`config.mk`:
```
export PLATFORM = sky130hd
export DESIGN_NAME = servo_target_supervisor
export DESIGN_NICKNAME = d
export VERILOG_FILES = /design/src/rtl/core/sts_pkg.sv /design/src/rtl/core/sts_raw_conv.sv /design/src/rtl/core/servo_target_supervisor.sv
export SDC_FILE = /design/constraint.sdc
export NUM_CORES = 2
export LEC_CHECK = 0
export BUFFER_PORTS_ARGS = -buffer_cell sky130_fd_sc_hd__buf_4
export CORE_ASPECT_RATIO = 0.8
export CORE_MARGIN = 2
export CORE_UTILIZATION = 35
export CTS_BUF_LIST = sky130_fd_sc_hd__clkbuf_2
export CTS_CLUSTER_DIAMETER = 120
export DETAILED_ROUTE_END_ITERATION = 10
export GPL_TIMING_DRIVEN = 0
export PLACE_DENSITY = 0.52
export SLEW_MARGIN = 20
export SYNTH_ARGS = -nofsm -noshare
export SYNTH_HDL_FRONTEND = slang
export SYNTH_SLANG_ARGS = --single-unit
```
`constraint.sdc`:
```
create_clock -name aclk -period 16.6 [get_ports aclk]
set_input_delay 1.66 -clock aclk [delete_from_list [all_inputs] [get_ports aclk]]
set_output_delay 1.66 -clock aclk [all_outputs]
set_load 0.01 [all_outputs]
```
`src/rtl/core/sts_pkg.sv`:
```
// Shared types and constants for the servo target supervisor.
// Item layouts, register indexes and field widths; no dependencies.
package sts_pkg;

    localparam int IN_TDATA_W  = 112;
    localparam int OUT_TDATA_W = 80;
    localparam int CFG_INDEX_W = 2;
    localparam int CFG_DATA_W  = 24;
    localparam int RAW_W       = 12;
    localparam int SCALE_W     = 24;
    localparam int DELAY_W     = 16;
    localparam int FRAC_BITS   = 24;

    localparam logic [RAW_W-1:0]   CENTER_RESET    = 12'd2048;
    localparam logic [SCALE_W-1:0] SCALE_RESET     = 24'd256000;
    localparam logic [RAW_W-1:0]   TOLERANCE_RESET = 12'd20;
    localparam logic [DELAY_W-1:0] DELAY_RESET     = 16'd500;
    localparam logic [RAW_W-1:0]   RAW_MAX         = 12'd4095;

    localparam logic [CFG_INDEX_W-1:0] CFG_CENTER    = 2'd0;
    localparam logic [CFG_INDEX_W-1:0] CFG_SCALE     = 2'd1;
    localparam logic [CFG_INDEX_W-1:0] CFG_TOLERANCE = 2'd2;
    localparam logic [CFG_INDEX_W-1:0] CFG_DELAY     = 2'd3;

    typedef enum logic {
        KIND_TICK = 1'b0,
        KIND_ACK  = 1'b1
    } kind_t;

    typedef struct packed {
        logic               write_ok;
        logic               servo_online;
        logic               servo_moving;
        logic [RAW_W-1:0]   feedback_raw;
        logic signed [31:0] command_target;
        logic [31:0]        command_sequence;
        logic               command_valid;
        logic [31:0]        now_ms;
    } in_item_t;

    typedef struct packed {
        logic [1:0]       pad;
        logic [31:0]      recovery_total;
        logic [31:0]      error_total;
        logic             recovery_fired;
        logic [RAW_W-1:0] position_raw;
        logic             send_position;
    } out_item_t;

endpackage

```
`src/rtl/core/sts_raw_conv.sv`:
```
// Target conversion from signed Q16.16 metres to a clamped raw servo position.
// Depends on sts_pkg for widths and the raw limit.
module sts_raw_conv (
    input  logic signed [31:0]               target_q16,
    input  logic [sts_pkg::SCALE_W-1:0]      scale_q8,
    input  logic [sts_pkg::RAW_W-1:0]        centre_pos,
    output logic [sts_pkg::RAW_W-1:0]        raw
);
    import sts_pkg::*;

    logic signed [56:0] prod;
    logic signed [57:0] center_ext;
    logic signed [57:0] diff;
    logic [33:0]        quot;

    assign prod       = target_q16 * $signed({1'b0, scale_q8});
    assign center_ext = $signed({22'b0, centre_pos, 24'b0});
    assign diff       = center_ext - $signed({prod[56], prod});
    assign quot       = diff[57:FRAC_BITS];

    always_comb begin
        if (diff[57]) begin
            raw = '0;
        end else if (|quot[33:RAW_W]) begin
            raw = RAW_MAX;
        end else begin
            raw = quot[RAW_W-1:0];
        end
    end

endmodule

```
`src/rtl/core/servo_target_supervisor.sv`:
```
// Servo target supervisor top level: input register, decision logic, result register.
// Depends on sts_pkg and sts_raw_conv.

// One request in, one result out. A request is taken every cycle when the result side
// keeps up, so throughput is one request per cycle; its result passes from the input
// register through the state update, with the 32x24 target scaling multiplier, to the
// result register on m_tdata. Configuration writes are taken at once (cfg_ready
// is always high) and must only be issued while no request is in flight.
module servo_target_supervisor (
    input  logic                               aclk,
    input  logic                               aresetn,
    // cfg_data holds the register value in its low bits
    input  logic                               cfg_valid,
    output logic                               cfg_ready,
    input  logic [sts_pkg::CFG_INDEX_W-1:0]    cfg_index,
    input  logic [sts_pkg::CFG_DATA_W-1:0]     cfg_data,
    input  logic                               s_tvalid,
    output logic                               s_tready,
    // s_tdata: now_ms, command_valid, command_sequence, command_target,
    //          feedback_raw, servo_moving, servo_online, write_ok
    input  logic [sts_pkg::IN_TDATA_W-1:0]     s_tdata,
    // s_tuser: kind
    input  logic                               s_tuser,
    output logic                               m_tvalid,
    input  logic                               m_tready,
    // m_tdata: send_position, position_raw, recovery_fired, error_total,
    //          recovery_total, two zero bits
    output logic [sts_pkg::OUT_TDATA_W-1:0]    m_tdata
);
    import sts_pkg::*;

    logic [RAW_W-1:0]   center_reg;
    logic [SCALE_W-1:0] scale_reg;
    logic [RAW_W-1:0]   tolerance_reg;
    logic [DELAY_W-1:0] delay_reg;

    logic      in_valid_reg;
    in_item_t  in_item_reg;
    kind_t     in_kind_reg;
    logic      m_valid_reg;
    out_item_t res_reg;

    logic [RAW_W-1:0] target_store_reg, target_store_next;
    logic [31:0]      last_seq_reg, last_seq_next;
    logic [31:0]      applied_time_reg, applied_time_next;
    logic             received_reg, received_next;
    logic             applied_reg, applied_next;
    logic             recovery_done_reg, recovery_done_next;
    logic             awaiting_reg, awaiting_next;
    logic [31:0]      error_count_reg, error_count_next;
    logic [31:0]      recovery_count_reg, recovery_count_next;

    logic             advance;
    logic             proc;
    logic [RAW_W-1:0] conv_raw;
    logic             send;
    logic             fired;
    logic [RAW_W-1:0] pos_err;
    logic [31:0]      elapsed;
    out_item_t        res_next;

    assign cfg_ready = 1'b1;
    assign advance   = !m_valid_reg || m_tready;
    assign proc      = in_valid_reg && advance;
    assign s_tready  = !in_valid_reg || advance;
    assign m_tvalid  = m_valid_reg;
    assign m_tdata   = res_reg;

    sts_raw_conv u_conv (
        .target_q16 (in_item_reg.command_target),
        .scale_q8   (scale_reg),
        .centre_pos (center_reg),
        .raw        (conv_raw)
    );

    always_comb begin
        target_store_next   = target_store_reg;
        last_seq_next       = last_seq_reg;
        applied_time_next   = applied_time_reg;
        received_next       = received_reg;
        applied_next        = applied_reg;
        recovery_done_next  = recovery_done_reg;
        awaiting_next       = awaiting_reg;
        error_count_next    = error_count_reg;
        recovery_count_next = recovery_count_reg;
        send                = 1'b0;
        fired               = 1'b0;
        pos_err             = '0;
        elapsed             = in_item_reg.now_ms - applied_time_reg;

        if (in_kind_reg == KIND_ACK) begin
            if (awaiting_reg) begin
                awaiting_next = 1'b0;
                if (in_item_reg.write_ok) begin
                    applied_next      = 1'b1;
                    applied_time_next = in_item_reg.now_ms;
                end else begin
                    error_count_next = error_count_reg + 32'd1;
                    applied_next     = 1'b0;
                end
            end
        end else if (!awaiting_reg) begin
            if (in_item_reg.command_valid &&
                in_item_reg.command_sequence != last_seq_reg) begin
                last_seq_next = in_item_reg.command_sequence;
                if (!received_reg || conv_raw != target_store_reg) begin
                    target_store_next  = conv_raw;
                    applied_next       = 1'b0;
                    recovery_done_next = 1'b0;
                end
                received_next = 1'b1;
            end
            if (received_next) begin
                send = 1'b1;
                if (applied_next && in_item_reg.servo_online) begin
                    pos_err = (target_store_next >= in_item_reg.feedback_raw)
                            ? target_store_next - in_item_reg.feedback_raw
                            : in_item_reg.feedback_raw - target_store_next;
                    if (!recovery_done_next && !in_item_reg.servo_moving &&
                        pos_err > tolerance_reg &&
                        elapsed >= {16'b0, delay_reg}) begin
                        recovery_done_next  = 1'b1;
                        recovery_count_next = recovery_count_reg + 32'd1;
                        applied_next        = 1'b0;
                        fired               = 1'b1;
                    end else begin
                        send = 1'b0;
                    end
                end
                if (send) begin
                    awaiting_next = 1'b1;
                end
            end
        end

        res_next.pad            = '0;
        res_next.send_position  = send;
        res_next.position_raw   = send ? target_store_next : '0;
        res_next.recovery_fired = fired;
        res_next.error_total    = error_count_next;
        res_next.recovery_total = recovery_count_next;
    end

    always_ff @(posedge aclk) begin
        if (!aresetn) begin
            center_reg    <= CENTER_RESET;
            scale_reg     <= SCALE_RESET;
            tolerance_reg <= TOLERANCE_RESET;
            delay_reg     <= DELAY_RESET;
        end else if (cfg_valid) begin
            unique case (cfg_index)
                CFG_CENTER:    center_reg    <= cfg_data[RAW_W-1:0];
                CFG_SCALE:     scale_reg     <= cfg_data[SCALE_W-1:0];
                CFG_TOLERANCE: tolerance_reg <= cfg_data[RAW_W-1:0];
                CFG_DELAY:     delay_reg     <= cfg_data[DELAY_W-1:0];
                default:       center_reg    <= center_reg;
            endcase
        end
    end

    always_ff @(posedge aclk) begin
        if (!aresetn) begin
            in_valid_reg <= 1'b0;
            m_valid_reg  <= 1'b0;
        end else begin
            if (s_tvalid && s_tready) begin
                in_valid_reg <= 1'b1;
            end else if (proc) begin
                in_valid_reg <= 1'b0;
            end
            if (proc) begin
                m_valid_reg <= 1'b1;
            end else if (m_tready) begin
                m_valid_reg <= 1'b0;
            end
        end
    end

    always_ff @(posedge aclk) begin
        if (s_tvalid && s_tready) begin
            in_item_reg <= in_item_t'(s_tdata);
            in_kind_reg <= kind_t'(s_tuser);
        end
        if (proc) begin
            res_reg <= res_next;
        end
    end

    always_ff @(posedge aclk) begin
        if (!aresetn) begin
            target_store_reg   <= CENTER_RESET;
            last_seq_reg       <= '0;
            applied_time_reg   <= '0;
            received_reg       <= 1'b0;
            applied_reg        <= 1'b0;
            recovery_done_reg  <= 1'b0;
            awaiting_reg       <= 1'b0;
            error_count_reg    <= '0;
            recovery_count_reg <= '0;
        end else if (proc) begin
            target_store_reg   <= target_store_next;
            last_seq_reg       <= last_seq_next;
            applied_time_reg   <= applied_time_next;
            received_reg       <= received_next;
            applied_reg        <= applied_next;
            recovery_done_reg  <= recovery_done_next;
            awaiting_reg       <= awaiting_next;
            error_count_reg    <= error_count_next;
            recovery_count_reg <= recovery_count_next;
        end
    end

`ifndef ASSERT_OFF
    a_no_send_while_pending: assert property (@(posedge aclk) disable iff (!aresetn)
        (proc && in_kind_reg == KIND_TICK && awaiting_reg) |=> !res_reg.send_position)
        else $error("request sent while acknowledgement pending");

    a_fire_implies_send: assert property (@(posedge aclk) disable iff (!aresetn)
        (m_valid_reg && res_reg.recovery_fired) |-> res_reg.send_position)
        else $error("recovery fired without a position write");

    a_fire_counts: assert property (@(posedge aclk) disable iff (!aresetn)
        (proc && fired) |=> recovery_count_reg == $past(recovery_count_reg) + 32'd1)
        else $error("recovery counter not advanced on recovery");

    a_ready_when_drained: assert property (@(posedge aclk) disable iff (!aresetn)
        !m_valid_reg |-> s_tready)
        else $error("input stalled with empty result register");

    a_send_sets_pending: assert property (@(posedge aclk) disable iff (!aresetn)
        (proc && send) |=> awaiting_reg)
        else $error("position write issued without pending acknowledgement");
`endif

endmodule

```
==> out/results.ini <==
[run_status]
outcome = complete, no violations

[hold_path]
timing.hold.worst_endpoint = in_item_reg[69]
hold_start = s_tdata[69]
min-delay-path-class = input port to register
min_path_cells = 1

[floorplanning]
fp.dieW_um = 419
core-area_sq_um = 137000
pin_count = 227
dieHeight_um = 336
die_area_sq_um = 141000
floorplan.initialDensity_pct = 35.4
floorplan.rows = 121

[timing]
final_period_minus_worst_setup_slack_ns = 16.01
tns_ns = 0
setup_viol = 0
fin_worst_hold_slack_ns = 0.360
final_hold_viol_count = 0
finalMaxSlewViolations = 0
fmaxAchievable_mhz = 62.5
timing.max_slew.rel_slack_pct = 18.3
clock_skew_ns = 0.216
max_slew.worst_pin.slew_ns = 1.23
layout_worst_path_cycle_share_pct = 96.4

[route]
wl_um = 162000
drt_antenna_net_count = 0
route.detailed.drc = 0
vias = 38000
firstDrtPassIters = 5
drt_first_iter_violations = 3066
wl_per_cell_um = 21.5
vias_per_cell = 5.04

[global_routing]
grt-ovfl-total = 0
grtUsageMet1_pct = 33.5
grt_use_met2_pct = 36.0
grt_util_met3_pct = 4.70
pin_count_of_the_biggest_net_entering_global_routing = 54
global_route.usage.total_pct = 23.5
grt_pass1_vias = 39400
grt.busiest_layer = met2
grt_pass1_wl_um = 246000
antenna_found_initial = 18

[finish]
fin_area_sq_um = 54500
layout-drive-gt1-share_pct = 12.5
fillerInstances = 14100
multiInputGateArea_sq_um = 34200
regArea_sq_um = 9970
largest_register_ffs = 112
areaGrowthSynthToFinish_pct = 12.8
design.final.nets = 6795

[clocking]
cts-buffers-inserted = 107
clkTransAtPathRegs_ns = 0.10
tritoncts = yes
clock_latency_of_the_later_clocked_register_in_the_worst_skew_pair_ns = 1.48
clk_root_buffer_cell = sky130_fd_sc_hd__clkbuf_2
number_of_clock_sinks_seen_by_cts = 401
clk_path_buf_depth = 3
cts_htree_levels = 3

[synthesis]
synth_seq_area_share_pct = 20.6
synthDominantAreaCellType = sky130_fd_sc_hd__fa_1
synth_enable_flop_cells = 191
synth_top_area_share_pct = 33.4
ys_top_cells_by_area = sky130_fd_sc_hd__fa_1, sky130_fd_sc_hd__edfxtp_1, sky130_fd_sc_hd__dfxtp_1
yosys.cell_types.count = 96
synthesized_netlist_cell_count = 5194
mappedNetlistArea_sq_um = 48300
postSynth.asyncResetShare_pct = 0
synth-seq-cells = 401
yosys_warnings = 0
post_synthesis_mean_instance_area_sq_um = 9.31
yosys_most_used_dff = sky130_fd_sc_hd__dfxtp_1

[setup_path]
rr_endpoint = m_tdata[59]
critical_path.most_common_cell = sky130_fd_sc_hd__fa_1
reg2reg_depth = 62
worst-endpoint-required_ns = 17.62
critPathCaptureType = register
max_stage_delay_ns = 0.92
cp_class = register to register
timing.reg2reg.setup_slack_ns = 0.59
crit_path_start_kind = register
path_max_fanout = 11
worst-endpoint-arrival_ns = 17.03
r2r_start = scale_reg[20]
cpMaxStageDelayCell = sky130_fd_sc_hd__clkbuf_1

[run]
drv_cap = 0

[placement]
globalplace.congestion = 0.948
port_buffers = 223
placedInstanceArea_sq_um = 52400
dp_hpwl_um = 133000

through the flow:
stage                     utilization, %  setup slack (ns)  std cells
final                               39.9             0.593       7534
after CTS                           39.4            0.0287       7477
after global placement              38.3             -2.20       7263
after detailed placement            38.4             -2.31       7266
after floorplan                        -              1.91       5195
after global routing                39.9           -0.0860       7523
placed cells by master, fill, tap and decap left out, types with 83 or more instances in the layout:
cell and count:
sky130_fd_sc_hd__clkbuf_2 224, sky130_fd_sc_hd__nand2_1 707, sky130_fd_sc_hd__and2_1 398, sky130_fd_sc_hd__nand3_1 83
sky130_fd_sc_hd__xor2_1 102, sky130_fd_sc_hd__o21ai_0 95, sky130_fd_sc_hd__ha_1 262, sky130_fd_sc_hd__inv_1 920
sky130_fd_sc_hd__edfxtp_1 191, sky130_fd_sc_hd__fa_1 804, sky130_fd_sc_hd__dfxtp_1 197, sky130_fd_sc_hd__clkbuf_1 97
sky130_fd_sc_hd__nor2_1 178, sky130_fd_sc_hd__a21oi_1 219, sky130_fd_sc_hd__buf_4 281
logic make-up (layout without fill, tap and decap cells):
logic type | count (synthesis) | count (layout) | share of synthesized area (%)
other | 2 | 21 | 0.0155
AO/OA/AOI/OAI | 572 | 572 | 7.49
buffers and inverters | 1183 | 1659 | 9.29
multiplexers | 74 | 74 | 1.55
AND/OR/NAND/NOR | 1711 | 1711 | 17.6
adder cells (fa/ha/maj) | 1072 | 1072 | 40.3
XOR/XNOR | 179 | 179 | 3.24
flip-flops | 401 | 401 | 20.6
synth_stat cells (all sizes together) (20+ instances only):
cell type / count
a211oi: 21
a21o: 51
a21oi: 229
and2: 400
and3: 46
buf: 35
clkbuf: 224
dfxtp: 210
edfxtp: 191
fa: 806
ha: 266
inv: 923
mux2i: 69
nand2: 708
nand2b: 30
nand3: 84
nand4: 71
nor2: 184
nor2b: 23
nor3: 42
nor4: 27
o211ai: 24
o21a: 20
o21ai: 109
or3: 33
xnor2: 74
xor2: 105
critical path, delay by kind of cell, from the launching register on:
family                     cells  cell delay (ns)
AOI/OAI and AO/OA             20             3.89
xor gates and xnor gates       3             0.50
adders and majority gates     10             4.06
buffers and inverters         12             2.46
DFF                            1             0.42
muxes                          2             0.48
and+or+nand+nor               15             3.64
worst max path at each step:
stage                                from           to  slack (ns)
after floorplan           in_item_reg[96]  m_tdata[59]        1.91
after global placement       scale_reg[4]  m_tdata[59]       -2.20
after detailed placement     scale_reg[4]  m_tdata[59]       -2.31
after CTS                 in_item_reg[95]  m_tdata[59]        0.03
after global routing        scale_reg[20]  m_tdata[59]       -0.09
final                       scale_reg[20]  m_tdata[59]        0.59
final cells by class:
| type | count | share of cell area [%] |
|---|---|---|
| Tap cell | 1845 | 4.24 |
| Inverter | 924 | 6.38 |
| Sequential cell | 401 | 18.3 |
| Buffer | 255 | 2.37 |
| Clock buffer | 148 | 1.36 |
| Antenna cell | 18 | 0.0826 |
| Timing Repair Buffer | 279 | 4.01 |
| Multi-Input combinational cell | 3611 | 62.7 |
| Clock inverter | 53 | 0.533 |
routing by layer:
layer,part of all wire [%],vias to the layer above,wire length [um]
met5,0.030,-,48
met1,45,19200,72400
met4,3.1,8,5040
met2,44,1336,70800
met3,8.5,223,13800
li1,-,17200,-
repair_timing:
item	in CTS	in global routing
resized for setup	146	179
hold buffers	0	0
cloned	0	1
setup endpoints to repair	81	72
buffers inserted	11	41
pin swaps	4	10
Power is not shown: default switching activity piles up to over one toggle a cycle in this logic, so the estimate is an artifact.
